## src/rtl/asc_pkg.sv

```systemverilog
package asc_pkg;

  localparam int TABLE_SIZE_DEF = 64;
  localparam int QUEUE_DEPTH    = 2;

  localparam logic [1:0] FUNC_CLEAR  = 2'd0;
  localparam logic [1:0] FUNC_ADD    = 2'd1;
  localparam logic [1:0] FUNC_ENCODE = 2'd2;
  localparam logic [1:0] FUNC_DECODE = 2'd3;

  localparam logic [1:0] ST_OK       = 2'd0;
  localparam logic [1:0] ST_DUP      = 2'd1;
  localparam logic [1:0] ST_FULL     = 2'd2;
  localparam logic [1:0] ST_BADSHIFT = 2'd3;

  localparam logic signed [6:0] SHIFT_RESET = 7'sd1;

  typedef struct packed {
    logic       is_clear;
    logic       is_add;
    logic       is_decode;
    logic [7:0] symbol;
  } item_t;

endpackage

```

## src/rtl/asc_ram.sv

```systemverilog
module asc_ram #(
  parameter int WIDTH = 8,
  parameter int DEPTH = 64
) (
  input  logic                     clk,
  input  logic                     we,
  input  logic [$clog2(DEPTH)-1:0] waddr,
  input  logic [WIDTH-1:0]         wdata,
  input  logic [$clog2(DEPTH)-1:0] raddr,
  output logic [WIDTH-1:0]         rdata
);

  logic [WIDTH-1:0] mem [DEPTH];

  always_ff @(posedge clk) begin
    if (we) begin
      mem[waddr] <= wdata;
    end
    rdata <= mem[raddr];
  end

endmodule

```

## src/rtl/asc_front.sv

```systemverilog
module asc_front
  import asc_pkg::*;
(
  input  logic       clk,
  input  logic       rst,
  input  logic       in_valid,
  output logic       in_ready,
  input  logic [1:0] func,
  input  logic [7:0] symbol,
  output logic       q_valid,
  output item_t      q_head,
  input  logic       q_pop
);

  localparam int PW = $clog2(QUEUE_DEPTH);
  localparam int FW = $clog2(QUEUE_DEPTH + 1);

  item_t          q_item [QUEUE_DEPTH];
  logic [PW-1:0]  wr_ptr;
  logic [PW-1:0]  rd_ptr;
  logic [FW-1:0]  fill;
  item_t          cls;
  logic           push;
  logic           pop;

  always_comb begin
    cls.is_clear  = (func == FUNC_CLEAR);
    cls.is_add    = (func == FUNC_ADD);
    cls.is_decode = (func == FUNC_DECODE);
    cls.symbol    = symbol;
  end

  assign in_ready = (fill != FW'(QUEUE_DEPTH));
  assign q_valid  = (fill != '0);
  assign q_head   = q_item[rd_ptr];
  assign push     = in_valid && in_ready;
  assign pop      = q_pop && q_valid;

  always_ff @(posedge clk) begin
    if (push) begin
      q_item[wr_ptr] <= cls;
    end
  end

  always_ff @(posedge clk) begin
    if (rst) begin
      wr_ptr <= '0;
      rd_ptr <= '0;
      fill   <= '0;
    end else begin
      if (push) begin
        wr_ptr <= (wr_ptr == PW'(QUEUE_DEPTH - 1)) ? '0 : wr_ptr + 1'b1;
      end
      if (pop) begin
        rd_ptr <= (rd_ptr == PW'(QUEUE_DEPTH - 1)) ? '0 : rd_ptr + 1'b1;
      end
      case ({push, pop})
        2'b10:   fill <= fill + 1'b1;
        2'b01:   fill <= fill - 1'b1;
        default: fill <= fill;
      endcase
    end
  end

endmodule

```

## src/rtl/asc_back.sv

```systemverilog
module asc_back
  import asc_pkg::*;
#(
  parameter int TABLE_SIZE = TABLE_SIZE_DEF
) (
  input  logic       clk,
  input  logic       rst,
  input  logic       cfg_write,
  input  logic [6:0] cfg_data,
  input  logic       q_valid,
  input  item_t      q_head,
  output logic       q_pop,
  output logic       out_valid,
  input  logic       out_ready,
  output logic [7:0] out_symbol,
  output logic       in_alphabet,
  output logic [1:0] status,
  output logic [6:0] symbol_count
);

  localparam int AW = $clog2(TABLE_SIZE);
  localparam int CW = $clog2(TABLE_SIZE + 1);
  localparam int SW = CW + 8;

  localparam logic [2:0] S_IDLE    = 3'd0;
  localparam logic [2:0] S_SEARCH  = 3'd1;
  localparam logic [2:0] S_RESOLVE = 3'd2;
  localparam logic [2:0] S_FETCH   = 3'd3;
  localparam logic [2:0] S_WAIT    = 3'd4;
  localparam logic [2:0] S_DONE    = 3'd5;

  logic [2:0]             state;
  logic signed [6:0]      shift;
  logic [CW-1:0]          count;
  logic [CW-1:0]          n;
  logic [CW-1:0]          idx;
  logic                   rvalid;
  logic [AW-1:0]          raddr_d;
  logic [AW-1:0]          pos;
  logic                   found;
  item_t                  cur;
  logic signed [SW-1:0]   ksum;
  logic [7:0]             res_sym;
  logic [1:0]             res_status;

  logic                   issue;
  logic                   hit;
  logic                   ram_we;
  logic [AW-1:0]          ram_raddr;
  logic [7:0]             ram_rdata;
  logic [6:0]             mag;
  logic                   bad_shift;
  logic signed [SW-1:0]   pos_s;
  logic signed [SW-1:0]   shift_s;
  logic signed [SW-1:0]   n_s;
  logic signed [SW-1:0]   sum;
  logic signed [SW-1:0]   k_fix;
  logic [CW+6:0]          count_wide;

  assign issue   = (state == S_SEARCH) && (idx < n);
  assign hit     = (state == S_SEARCH) && rvalid && (ram_rdata == cur.symbol);
  assign mag     = shift[6] ? 7'(-shift) : shift;
  assign bad_shift = (shift == 7'sd0) || ({{CW{1'b0}}, mag} >= {7'd0, n});
  assign pos_s   = signed'({{(SW - AW){1'b0}}, pos});
  assign shift_s = signed'({{(SW - 7){shift[6]}}, shift});
  assign n_s     = signed'({{(SW - CW){1'b0}}, n});
  assign sum     = cur.is_decode ? pos_s - shift_s : pos_s + shift_s;
  assign k_fix   = (ksum >= n_s) ? ksum - n_s : ((ksum < 0) ? ksum + n_s : ksum);
  assign ram_raddr = (state == S_FETCH) ? k_fix[AW-1:0] : idx[AW-1:0];
  assign ram_we  = (state == S_RESOLVE) && cur.is_add && !found &&
                   (n < CW'(TABLE_SIZE));
  assign q_pop   = (state == S_IDLE) && q_valid;
  assign count_wide = {7'd0, count};

  asc_ram #(
    .WIDTH (8),
    .DEPTH (TABLE_SIZE)
  ) u_ram (
    .clk   (clk),
    .we    (ram_we),
    .waddr (n[AW-1:0]),
    .wdata (cur.symbol),
    .raddr (ram_raddr),
    .rdata (ram_rdata)
  );

  always_ff @(posedge clk) begin
    if (rst) begin
      shift <= SHIFT_RESET;
    end else if (cfg_write) begin
      shift <= cfg_data;
    end
  end

  always_ff @(posedge clk) begin
    if (rst) begin
      state     <= S_IDLE;
      count     <= '0;
      rvalid    <= 1'b0;
      out_valid <= 1'b0;
    end else begin
      if (out_valid && out_ready && (state != S_DONE)) begin
        out_valid <= 1'b0;
      end
      case (state)
        S_IDLE: begin
          rvalid <= 1'b0;
          if (q_valid) begin
            if (q_head.is_clear) begin
              count <= '0;
              state <= S_DONE;
            end else begin
              state <= S_SEARCH;
            end
          end
        end
        S_SEARCH: begin
          rvalid <= issue;
          if (hit || (!issue && !rvalid)) begin
            state <= S_RESOLVE;
          end
        end
        S_RESOLVE: begin
          rvalid <= 1'b0;
          if (ram_we) begin
            count <= n + 1'b1;
          end
          if (!cur.is_add && !bad_shift && found) begin
            state <= S_FETCH;
          end else begin
            state <= S_DONE;
          end
        end
        S_FETCH: state <= S_WAIT;
        S_WAIT:  state <= S_DONE;
        S_DONE: begin
          if (!out_valid || out_ready) begin
            out_valid <= 1'b1;
            state     <= S_IDLE;
          end
        end
        default: state <= S_IDLE;
      endcase
    end
  end

  always_ff @(posedge clk) begin
    case (state)
      S_IDLE: begin
        cur        <= q_head;
        n          <= count;
        idx        <= '0;
        found      <= 1'b0;
        res_sym    <= q_head.symbol;
        res_status <= ST_OK;
      end
      S_SEARCH: begin
        raddr_d <= idx[AW-1:0];
        if (issue) begin
          idx <= idx + 1'b1;
        end
        if (hit) begin
          found <= 1'b1;
          pos   <= raddr_d;
        end
      end
      S_RESOLVE: begin
        ksum <= sum;
        if (cur.is_add) begin
          if (found) begin
            res_status <= ST_DUP;
          end else if (n >= CW'(TABLE_SIZE)) begin
            res_status <= ST_FULL;
          end
        end else if (bad_shift) begin
          res_status <= ST_BADSHIFT;
        end
      end
      S_WAIT: res_sym <= ram_rdata;
      S_DONE: begin
        if (!out_valid || out_ready) begin
          out_symbol   <= res_sym;
          in_alphabet  <= found;
          status       <= res_status;
          symbol_count <= count_wide[6:0];
        end
      end
      default: ;
    endcase
  end

endmodule

```

## src/rtl/alphabet_shift_cipher.sv

```systemverilog
// Channel  Handshake               Payload
// in       in_valid / in_ready     func, symbol
// out      out_valid / out_ready   out_symbol, in_alphabet, status, symbol_count
// cfg      cfg_write               cfg_data (signed shift)
//
// An add, encode or decode keeps the back end busy while its search reads the symbols in
// the table one entry per cycle through the single RAM read port; an encode or decode that
// finds its byte under a valid shift then also passes S_FETCH and S_WAIT for the read of
// the shifted entry, and a clear goes straight to the output.
// A two-entry queue keeps accepting items while the back end searches, until it is full.
// Reset is synchronous and active high; it empties the table and sets the shift to 1.
// A stalled output holds its transaction and stops the back end; the queue fills meanwhile.
module alphabet_shift_cipher
  import asc_pkg::*;
#(
  parameter int TABLE_SIZE = TABLE_SIZE_DEF
) (
  input  logic       clk,
  input  logic       rst,
  input  logic       cfg_write,
  input  logic [6:0] cfg_data,
  input  logic       in_valid,
  output logic       in_ready,
  input  logic [1:0] func,
  input  logic [7:0] symbol,
  output logic       out_valid,
  input  logic       out_ready,
  output logic [7:0] out_symbol,
  output logic       in_alphabet,
  output logic [1:0] status,
  output logic [6:0] symbol_count
);

  logic  q_valid;
  item_t q_head;
  logic  q_pop;

  asc_front u_front (
    .clk      (clk),
    .rst      (rst),
    .in_valid (in_valid),
    .in_ready (in_ready),
    .func     (func),
    .symbol   (symbol),
    .q_valid  (q_valid),
    .q_head   (q_head),
    .q_pop    (q_pop)
  );

  asc_back #(
    .TABLE_SIZE (TABLE_SIZE)
  ) u_back (
    .clk          (clk),
    .rst          (rst),
    .cfg_write    (cfg_write),
    .cfg_data     (cfg_data),
    .q_valid      (q_valid),
    .q_head       (q_head),
    .q_pop        (q_pop),
    .out_valid    (out_valid),
    .out_ready    (out_ready),
    .out_symbol   (out_symbol),
    .in_alphabet  (in_alphabet),
    .status       (status),
    .symbol_count (symbol_count)
  );

endmodule

```

## config.mk

```make
export PLATFORM = sky130hd
export DESIGN_NAME = alphabet_shift_cipher
export DESIGN_NICKNAME = d
export VERILOG_FILES = /design/src/rtl/asc_pkg.sv /design/src/rtl/asc_ram.sv /design/src/rtl/asc_front.sv /design/src/rtl/asc_back.sv /design/src/rtl/alphabet_shift_cipher.sv
export SDC_FILE = /design/constraint.sdc
export NUM_CORES = 1
export LEC_CHECK = 0
export BUFFER_PORTS_ARGS = -buffer_cell sky130_fd_sc_hd__buf_2
export CORE_MARGIN = 2
export CORE_UTILIZATION = 45
export DETAILED_ROUTE_END_ITERATION = 10
export SLEW_MARGIN = 20
export SYNTH_ARGS = -nofsm -noshare
export SYNTH_HDL_FRONTEND = slang
export SYNTH_HIERARCHICAL = 1
export SYNTH_SLANG_ARGS = --single-unit
```

## constraint.sdc

```tcl
create_clock -name clk -period 3.6 [get_ports clk]
set_input_delay 0.54 -clock clk [delete_from_list [all_inputs] [get_ports clk]]
set_output_delay 0.54 -clock clk [all_outputs]
set_load 0.03 [all_outputs]
```

=== Yosys cells after proc, flatten, opt, wreduce, memory -nomap -nowiden ===
Memory sizes are Yosys's and may differ from the RTL's. A register that Yosys moved wholly into a read port is not among the register bits.
Index checks and enable logic that the tools add are counted.

* Register bits: 103
* Latch bits: 0
* Memory bits (writable): 534
* ROM bits: 0
* Memories: 2

{| class="wikitable"
|+ Memories
! name !! words !! bits a word !! read ports !! clocked after memory_dff !! wr ports !! line !! RTL
|-
| u_back.u_ram.mem || 64 || 8 || 1 || 1 || 1 || asc_ram.sv:13 || <nowiki>logic [WIDTH-1:0] mem [DEPTH];</nowiki>
|-
| u_front.q_item || 2 || 11 || 1 || 1 || 1 || asc_front.sv:18 || <nowiki>item_t q_item [QUEUE_DEPTH];</nowiki>
|}

* $add $sub $neg: 11
* Multiply operators: 0
* Div/mod/pow operators: 0
* $lt $le $gt $ge: 6
* Eq/ne operators: 21
* Shift-type cells: 0
* Mux-type cells: 38
* Bitwise operators: 0
* Reductions and logical operators: 40

{| class="wikitable"
|+ Operators by type and width
! cell !! number
|-
| $mux W7 || 5
|-
| $pmux W7 S2 || 2
|-
| $mux W6 || 3
|-
| $pmux W3 S6 || 1
|-
| $pmux W8 S2 || 1
|-
| $ge A15 B8 Y1 || 1
|-
| $lt A15 B1 Y1 const B || 1
|-
| $mux W15 || 1
|-
| $mux W3 || 5
|-
| $add A7 B1 Y7 const B || 2
|-
| $logic_and A1 B1 Y1 || 14
|-
| $mux W1 || 12
|-
| $ne A2 B1 Y1 const B || 6
|-
| $reduce_bool A2 Y1 || 6
|-
| $add A7 B7 Y8 || 1
|-
| $eq A8 B8 Y1 || 1
|-
| $mux W2 || 4
|-
| $pmux W2 S2 || 2
|-
| $reduce_and A2 Y1 || 4
|-
| $sub A7 B7 Y8 || 1
|-
| $ge A7 B7 Y1 || 1
|-
| $ge A7 B7 Y1 const B || 1
|-
| $logic_not A7 Y1 || 1
|-
| $lt A7 B7 Y1 || 1
|-
| other kinds (24) || 39
|}

=== Logic depth before layout (Yosys ltp) ===
Gate-level depths: netlist of the first run.

* Word-level depth: 9
* Depth in mapped cells: 17

=== By module ===
The synthesis of the first run kept the hierarchy.

{| class="wikitable"
|+ By module, submodules not included
! module !! instances !! cells each !! area each (um^2)
|-
| asc_ram || 1 || 940 || 20166.8
|-
| asc_back || 1 || 427 || 4923.5
|-
| asc_front || 1 || 61 || 1028.5
|}

=== Worst setup path after synthesis of the first run ===
Ideal clock, no wire load.

* Path kind: flip-flop to flip-flop
* Start point: reg u_back.n[3]
* End point: reg u_back.u_ram.rdata[3], read port of u_back.u_ram.mem
* Arrival time: 3622 ps
* Slack: -158 ps
* Cell stages (with the launch flop): 15
* Buffers on the path: 3
* Clock period less this slack: 3758 ps
* Cell sequence: edfxtp_1 -> inv_1 -> ha_1 -> buf_2 -> and2_1 -> a41oi_1 -> a31oi_2 -> o31a_1 -> a21oi_1 -> buf_6 -> buf_4 -> mux4_2 -> mux4_2 -> o21ai_1 -> o41ai_1

* Elaborated cells on any way between the ends: 6
* Classes of those cells: add/sub (2); order compare (1); mux (3)

{| class="wikitable"
|+ RTL lines
! what !! line !! RTL
|-
| start: declaration || asc_back.sv:35 || <nowiki>logic [CW-1:0] n;</nowiki>
|-
| start signal: assignment || asc_back.sv:151 || <nowiki>n <= count;</nowiki>
|-
| $ge A15 B8 Y1 || asc_back.sv:68 || <nowiki>assign k_fix = (ksum >= n_s) ? ksum - n_s : ((ksum < 0) ? ksum + n_s : ksum);</nowiki>
|-
| $mux W6 || asc_back.sv:68 ||
|-
| $mux W6 || asc_back.sv:69 || <nowiki>assign ram_raddr = (state == S_FETCH) ? k_fix[AW-1:0] : idx[AW-1:0];</nowiki>
|-
| named net u_back.ram_raddr[0] || asc_back.sv:49 || <nowiki>logic [AW-1:0] ram_raddr;</nowiki>
|-
| end: declaration || asc_ram.sv:10 || <nowiki>output logic [WIDTH-1:0] rdata</nowiki>
|}

The timed path passes the listed nets, and every way through them passes these cells.
A chain may end at the register's enable or synchronous reset.

=== Worst setup path after layout of the first run ===
* Start point: reg u_back.ksum[1]
* End point: reg u_back.u_ram.rdata[3], read port of u_back.u_ram.mem

* Word-level cells in the longest chain between the ends: 4
* Elaborated cells on any way between the ends: 7
* Classes of those cells: add/sub (2); order compare (2); mux (3)

{| class="wikitable"
|+ Ends and longest elaborated chain
! what !! line !! RTL
|-
| start: declaration || asc_back.sv:42 || <nowiki>logic signed [SW-1:0] ksum;</nowiki>
|-
| start signal: assignment || asc_back.sv:168 || <nowiki>ksum <= sum;</nowiki>
|-
| $lt A15 B1 Y1 || asc_back.sv:68 ||
|-
| $mux W6 || asc_back.sv:68 ||
|-
| $mux W6 * || asc_back.sv:68 ||
|-
| $mux W6 * || asc_back.sv:69 ||
|-
| named net u_back.ram_raddr[0] || asc_back.sv:49 ||
|}

The timed path passes the listed nets; every way through them passes the cells marked *.

==> results of run 1 <==
## worst min-delay path by stage
| stage | startpoint | to | slack, ps | cells past startpoint |
|---|---|---|---|---|
| final | symbol[1] | u_front/q_item[1][1]$_DFFE_PP_ | 130 | 1 |
| after global routing | symbol[1] | u_front/q_item[1][1]$_DFFE_PP_ | 100 | 1 |
| after CTS | symbol[1] | u_front/q_item[1][1]$_DFFE_PP_ | 100 | 1 |
| after detailed placement | u_back/res_sym[3]$_DFFE_PP_ | u_back/out_symbol[3]$_DFFE_PP_ | 400 | 0 |
| after global placement | u_back/raddr_d[4]$_DFFE_PP_ | u_back/pos[4]$_DFFE_PP_ | 400 | 0 |
| after floorplan | u_back/res_sym[0]$_DFFE_PP_ | u_back/out_symbol[0]$_DFFE_PP_ | 400 | 0 |
## power groups by stage
stage	logic, W	clock network (W)	registers (W)
after floorplan	0.00423	0	0.0104
after global placement	0.00760	0	0.0101
after detailed placement	0.00769	0	0.0101
after CTS	0.00834	0.00719	0.00995
after global routing	0.00917	0.00746	0.0100
final	0.00858	0.00705	0.00995
## final cells by class
| class | instances | area [um^2] |
|---|---|---|
| clock buffer | 89 | 1863 |
| clock inverter | 33 | 391.6 |
| fill | 4416 | 25980 |
| inverter | 28 | 120.1 |
| multi-input combinational | 693 | 7197 |
| sequential | 639 | 18870 |
| tap | 765 | 957.2 |
| timing repair buffer | 254 | 2203 |
## repair_timing
action,4_1_cts,5_1_grt
pin swaps,11,20
setup buffers,14,19
resized for setup,49,39
setup endpoints to repair,8,8
cloned,3,1
## kinds of logic (layout without fill, tap and decap cells)
| group | after synthesis | after routing | share of synthesized area, % |
|---|---|---|---|
| compound gates | 132 | 132 | 3.622 |
| flops | 639 | 639 | 72.24 |
| buf+inv | 96 | 404 | 1.988 |
| xor+xnor | 37 | 37 | 1.241 |
| simple gates | 292 | 292 | 5.370 |
| fa+ha+maj | 39 | 39 | 1.954 |
| mux | 193 | 193 | 13.59 |
## cells in the final DEF (no fill, tap or decap), drive strengths merged, types with 10 or more instances in the layout
cell type	instances
clkinv	21
xnor2	27
dfxtp	32
nor2	133
ha	36
nand2	38
mux2i	35
edfxtp	607
nand3	22
mux4	126
inv	31
a21oi	30
xor2	10
nor3	16
nand2b	15
mux2	32
nor2b	22
o221ai	10
clkbuf	90
buf	253
o21ai	11
## registers in the layout, indices dropped and copies added (netlist names), 2 cells and up, named ones only
name,count
u_back/u_ram/mem,512
u_front/q_item,22
u_back/cur,10
u_back/ksum,8
u_back/out_symbol,8
u_back/res_sym,8
u_back/u_ram/rdata,8
u_back/count,7
u_back/idx,7
u_back/n,7
u_back/shift,7
u_back/symbol_count,7
u_back/pos,6
u_back/raddr_d,6
u_back/state,3
u_back/res_status,2
u_back/status,2
u_front/fill,2
## per-stage QoR
step           instances  utilization [%]  area [um^2]  power [W]
6_report            2501            54.88        31600    0.02558
5_1_grt             2501            54.88        31600    0.02663
4_1_cts             2485            54.41        31330    0.02547
3_5_place_dp        2347            49.65        28590    0.01779
3_3_place_gp        2347            49.65        28590    0.01769
2_1_floorplan       1428                -        26150    0.01465
## per-layer routing
metal / track usage, % / part of all wire, % / vias up
li1: - / - / 6219
met1: 28.54 / 43 / 7268
met2: 33.79 / 48 / 415
met3: 4.100 / 5.7 / 122
met4: 8.214 / 3.6 / 0
met5: 0 / 0 / -
==> results.txt, run 1 <==
----------------------------------------------------
[Status]
  Run status ... finished, violations left
  Failing checks ... negative setup slack

[Clock tree]
  Number of CTS-inserted buffers ... 67
  Clk buf depth ... 3
  Hold buffers post-CTS ... 0
  Register clock-pin slew on the reported worst setup and hold paths ... 60 ps
  TritonCTS clock tree ... yes
  Num Clock Sinks ... 639
  H-tree lvl count ... 3
  Insertion delay of the later-clocked pin in the worst-skew pair ... 600 ps
  Root cell of the clock tree ... sky130_fd_sc_hd__clkbuf_16

[Yosys]
  Top area cells in the synthesized netlist ... sky130_fd_sc_hd__edfxtp_1 (70%), sky130_fd_sc_hd__mux4_2 (11%), sky130_fd_sc_hd__dfxtp_1 (2.5%), sky130_fd_sc_hd__nor2_1 (1.9%), sky130_fd_sc_hd__ha_1 (1.7%)
  EDFF count, synth ... 607
  Most frequently used cell type in the post-synthesis netlist ... sky130_fd_sc_hd__edfxtp_1
  Yosys warning total ... 6
  Most numerous cell types in the synthesized netlist ... sky130_fd_sc_hd__edfxtp_1 (607), sky130_fd_sc_hd__nor2_1 (133), sky130_fd_sc_hd__mux4_2 (126)
  Post-Synthesis Net Count ... 1489
  Async SR Flop Fraction ... 0%
  Share of Yosys cell area claimed by the top area cell type ... 69.79%
  Cell taking the most area after synthesis ... sky130_fd_sc_hd__edfxtp_1
  Synth unique cells ... 71
  Netlist area before placement ... 26120 um^2
  Average size of a mapped cell ... 18.29 um^2
  Synthesis-stage register bit count ... 639
  Post-synthesis cell count ... 1428
  Predominant post-synthesis flop cell ... sky130_fd_sc_hd__edfxtp_1
  Sequential-to-total area share from yosys stat ... 72.24%

[Power]
  Power per cell area ... 809.6 nW/um^2
  Sw Share ... 31.02%
  Reg power frac ... 38.9%
  Leakage power ... 10.56 nW
  Maximum resistive drop on vdd ... 573.4 uV
  Combinational cell fraction of total power ... 33.5%
  Net switching power ... 0.007937 W
  Cell-internal power ... 0.01765 W
  Clock share of power ... 27.5%

[Drt]
  First-pass detailed-route iteration total ... 7
  Total wirelength of the detailed-routed design ... 62010 um
  Drt initial violations ... 1193
  Number of DRC violations after detailed routing ... 0
  Average via count per standard cell ... 5.607
  Average detailed-routed wire length per instance ... 24.80 um
  Count of nets left with antenna violations after detail routing ... 0
  Via count ... 14020

[STA]
  Final Max Slew Viols ... 0
  Tcrit/Tclk final ... 101.2%
  Hold_ws ... 132.0 ps
  Worst slew margin relative to its limit ... 42.43%
  Final worst setup slack ... -44.73 ps
  Setup_tns ... -164.1 ps
  Hold Fails Final Rpt ... 0
  Setup violation total in the final timing report ... 6
  Time the final worst path needs with I/O delays and setup ... 3645 ps
  Unrepaired setup endpoints after global routing ... yes
  Upper clock frequency limit ... 274.4 MHz
  Maximum clock skew at final layout ... 22.57 ps
  Worst Max-Slew Pin Slew ... 860.4 ps

[Floorplanning]
  Floorplan Core Area ... 57590 um^2
  Die area ... 59990 um^2
  DIE HEIGHT ... 244.9 um
  Die outline width ... 244.9 um
  Number of top-level pins ... 42
  Initial standard-cell utilization of the core ... 45.36%
  Total number of placement rows ... 88

[Min path]
  Path class of the lowest-slack min-delay path ... input port to flop

[Setup path]
  Number of gates on the worst path with buffers counted ... 13
  Critical Path Start Type ... flop
  Critical path fanouts, max ... 8
  R2R Path Start ... u_back/ksum[1]$_DFFE_PP_
  Worst setup path endpoint ... u_back/u_ram/rdata[3]$_DFF_P_
  Crit-path max cell delay ... 530 ps
  Slowest stage cell on the critical path ... sky130_fd_sc_hd__mux4_2
  Endpoint required time on the critical path ... 4080 ps
  Flop2flop setup slack ... -40 ps
  Cell-by-cell listing of the critical path ... ha_4 > nor2b_4 > o221ai_4 > a31oi_4 > buf_6 > o21bai_1 > a21oi_4 > buf_12 > buf_12 > mux4_2 > mux4_2 > o21ai_4 > o41ai_2
  Critical path startpoint ... u_back/ksum[1]$_DFFE_PP_
  Worst path bufs/invs ... 3
  Setup Crit Path Kind ... flop to flop
  Type of destination of the critical path ... flop
  Arrival @ worst endpoint ... 4120 ps
  Reg2reg end ... u_back/u_ram/rdata[3]$_DFF_P_
  Delay-heaviest family, CP ... compound AO/OA/AOI/OAI gates
  Cell count of the worst reg-to-reg path ... 13

[Placed design]
  Post-place setup slack ... -333.9 ps
  Count of input and output buffers ... 41
  Placer congestion estimate ... 0.8437
  Post-DP HPWL ... 40370 um

[Global routing]
  Vias in the first global route ... 14400
  GRT Overall Usage ... 21.04%
  Maximum number of pins on one net before global-route repair ... 65
  First-pass GRT wire length ... 92110 um
  Grt total ovfl ... 0
  Antenna violations before repair ... 0

[Cells and area]
  Share of post-route cells with drive strength above 1 ... 33.81%
  Layout overhead on the synthesized area ... 20.99%
  Count of inserted antenna diode cells ... 0
  Final layout net count ... 1744

[Job]
  Count of maximum capacitance violations ... 0

----------------------------------------------------
Note: power is estimated with default switching activity, not from simulation.
==> run 2: changes to the inputs <==
--- a/config.mk
+++ b/config.mk
@@ -9,6 +9,7 @@
 export CORE_MARGIN = 2
 export CORE_UTILIZATION = 45
 export DETAILED_ROUTE_END_ITERATION = 10
+export PLACE_DENSITY = 0.69
 export SLEW_MARGIN = 20
 export SYNTH_ARGS = -nofsm -noshare
 export SYNTH_HDL_FRONTEND = slang
==> results.txt, run 2 (synthesis gave the netlist of run 1 again) <==
----------------------------------------------------
[Placed design]
  Count of input and output buffers ... 41
  Post-place setup slack ... -312.4 ps
  Placer congestion estimate ... 0.8855
  Post-DP HPWL ... 37430 um

[Setup path]
  Type of destination of the critical path ... flop
  Worst path bufs/invs ... 3
  Cell count of the worst reg-to-reg path ... 14
  Slowest stage cell on the critical path ... sky130_fd_sc_hd__mux4_2
  Flop2flop setup slack ... -60 ps
  Endpoint required time on the critical path ... 4090 ps
  Critical Path Start Type ... flop
  Setup Crit Path Kind ... flop to flop
  R2R Path Start ... u_back/n[3]$_DFFE_PP_
  Delay-heaviest family, CP ... compound AO/OA/AOI/OAI gates
  Crit-path max cell delay ... 540 ps
  Critical path fanouts, max ... 6
  Arrival @ worst endpoint ... 4150 ps
  Reg2reg end ... u_back/u_ram/rdata[4]$_DFF_P_
  Cell-by-cell listing of the critical path ... inv_2 > ha_4 > and2_4 > a41oi_4 > a31oi_4 > o31a_1 > a21oi_4 > buf_12 > mux4_2 > mux2_4 > o221a_4 > nor3_4 > buf_6 > o32ai_2
  Number of gates on the worst path with buffers counted ... 14

[Drt]
  Count of nets left with antenna violations after detail routing ... 0
  Drt initial violations ... 1473
  Via count ... 14130
  Total wirelength of the detailed-routed design ... 59240 um
  First-pass detailed-route iteration total ... 5
  Average via count per standard cell ... 5.666
  Average detailed-routed wire length per instance ... 23.76 um
  Number of DRC violations after detailed routing ... 0

[Cells and area]
  Register with the most flip-flops ... u_back/u_ram/mem
  Count of inserted antenna diode cells ... 0
  Share of post-route cells with drive strength above 1 ... 32.81%
  Most frequent standard cell in the layout excluding fill and tap cells ... sky130_fd_sc_hd__edfxtp_1
  Final layout net count ... 1738
  Layout overhead on the synthesized area ... 19.83%
  Top flop regs ... u_back/u_ram/mem x512, u_front/q_item x22, u_back/cur x10
  Commonest cells after routing, fill and taps aside ... sky130_fd_sc_hd__edfxtp_1 (607), sky130_fd_sc_hd__buf_4 (184), sky130_fd_sc_hd__nor2_1 (129)
  Largest register FFs ... 512

[Clock tree]
  Register clock-pin slew on the reported worst setup and hold paths ... 60 ps
  Hold buffers post-CTS ... 0
  H-tree lvl count ... 2
  Num Clock Sinks ... 639
  Insertion delay of the later-clocked pin in the worst-skew pair ... 630 ps
  Number of CTS-inserted buffers ... 61
  Root cell of the clock tree ... sky130_fd_sc_hd__clkbuf_16
  TritonCTS clock tree ... yes
  Clk buf depth ... 3

[STA]
  Maximum clock skew at final layout ... 31.49 ps
  Worst Max-Slew Pin Slew ... 845.9 ps
  Hold Fails Final Rpt ... 0
  Tcrit/Tclk final ... 101.7%
  Unrepaired setup endpoints after global routing ... yes
  Time the final worst path needs with I/O delays and setup ... 3661 ps
  Upper clock frequency limit ... 273.2 MHz
  Worst slew margin relative to its limit ... 43.36%
  Final Max Slew Viols ... 0
  Setup violation total in the final timing report ... 6
  Final worst setup slack ... -60.75 ps

[Min path]
  Beginning of the worst hold path ... symbol[7]
  Hold depth ... 1
  WHS Endpoint ... u_front/q_item[0][7]$_DFFE_PP_
  Path class of the lowest-slack min-delay path ... input port to flop

[Power]
  Total power after layout ... 0.02498 W
  Power per cell area ... 798.1 nW/um^2
  Leakage power ... 10.46 nW
  Maximum resistive drop on vdd ... 523.9 uV

[Global routing]
  Maximum number of pins on one net before global-route repair ... 65
  GRT Overall Usage ... 19.98%
  Grt total ovfl ... 0
  Vias in the first global route ... 14370
  First-pass GRT wire length ... 89370 um
  Antenna violations before repair ... 0

[Floorplanning]
  Number of top-level pins ... 42
  DIE HEIGHT ... 244.9 um
  Die outline width ... 244.9 um
  Die area ... 59990 um^2
  Floorplan Core Area ... 57590 um^2
  Total number of placement rows ... 88
  Initial standard-cell utilization of the core ... 45.36%

[Job]
  Count of maximum capacitance violations ... 0

[Status]
  Run status ... finished, violations left
  Failing checks ... negative setup slack

----------------------------------------------------
==> run 2: cell count changes in the layout (fill, tap and decap cells not counted), sizes merged <==
cell / before / now
a221o: 2 / 3
buf: 253 / 251
bufinv: 8 / 9
clkinv: 21 / 29
inv: 31 / 30
clkinvlp: 1 / 2
bufbuf: 0 / 1
clkbuf: 90 / 73
==> run 2: worst reg2reg max path: stages (launching register included) <==
cell                       delay (ps)
sky130_fd_sc_hd__edfxtp_1         420
sky130_fd_sc_hd__inv_2            120
sky130_fd_sc_hd__ha_4             220
sky130_fd_sc_hd__and2_4           160
sky130_fd_sc_hd__a41oi_4          200
sky130_fd_sc_hd__a31oi_4          130
sky130_fd_sc_hd__o31a_1           300
sky130_fd_sc_hd__a21oi_4          260
sky130_fd_sc_hd__buf_12           210
sky130_fd_sc_hd__mux4_2           540
sky130_fd_sc_hd__mux2_4           280
sky130_fd_sc_hd__o221a_4          290
sky130_fd_sc_hd__nor3_4           200
sky130_fd_sc_hd__buf_6            140
sky130_fd_sc_hd__o32ai_2           70
==> run 2: layout make-up <==
type	count	area (um^2)
multi-input cells	694	7132
flip-flops and latches	639	18870
repair buffers	253	2137
clock inverters	42	464.2
fillers	4319	26290
clock buffers	72	1620
well taps	765	957.2
inverters	28	120.1
==> run 2: worst max-delay path by stage <==
stage | startpoint | endpoint | slack, ps
after floorplan | u_back/n[2]$_DFFE_PP_ | u_back/u_ram/rdata[3]$_DFF_P_ | 20
after global placement | u_back/n[3]$_DFFE_PP_ | u_back/u_ram/rdata[5]$_DFF_P_ | -170
after detailed placement | u_back/ksum[3]$_DFFE_PP_ | u_back/u_ram/rdata[5]$_DFF_P_ | -310
after CTS | u_back/n[6]$_DFFE_PP_ | u_back/u_ram/rdata[7]$_DFF_P_ | -60
after global routing | u_back/n[2]$_DFFE_PP_ | u_back/u_ram/rdata[4]$_DFF_P_ | -160
final | u_back/n[3]$_DFFE_PP_ | u_back/u_ram/rdata[4]$_DFF_P_ | -60
==> run 2: what timing repair did <==
item                                    in CTS  in global routing
pin swaps                                   15                 17
setup buffers                               25                 15
endpoints found under the setup margin       8                 15
gates cloned                                 5                  1
gates resized for setup                     49                 26
==> run 2: routing by layer <==
layer	vias up	wire, um	global-route usage [%]
met1	7257	23930	27.06
li1	6219	-	-
met2	549	29470	33.14
met3	101	4353	3.641
met4	0	1484	6.098
met5	-	0	0
==> run 2: power breakdown <==
part           internal, W  leakage (nW)  total, W  switching [W]
clock network      0.00386          1.02   0.00659        0.00273
registers          0.00959          5.79   0.00996       0.000366
logic              0.00373          3.66   0.00844        0.00470
total               0.0172          10.5    0.0250        0.00779
==> run 2: metrics by stage <==
step           instance area (um^2)  hold slack, ps  cells  setup TNS [ps]  util (%)
2_1_floorplan                 26150           400.3   1428               0         -
3_5_place_dp                  28370           404.5   2334           -1166     49.27
4_1_cts                       31030           74.93   2478          -371.9     53.89
3_3_place_gp                  28370           402.3   2334          -579.0     49.27
5_1_grt                       31300           79.12   2493           -1051     54.35
6_report                      31300           108.5   2493          -181.5     54.35
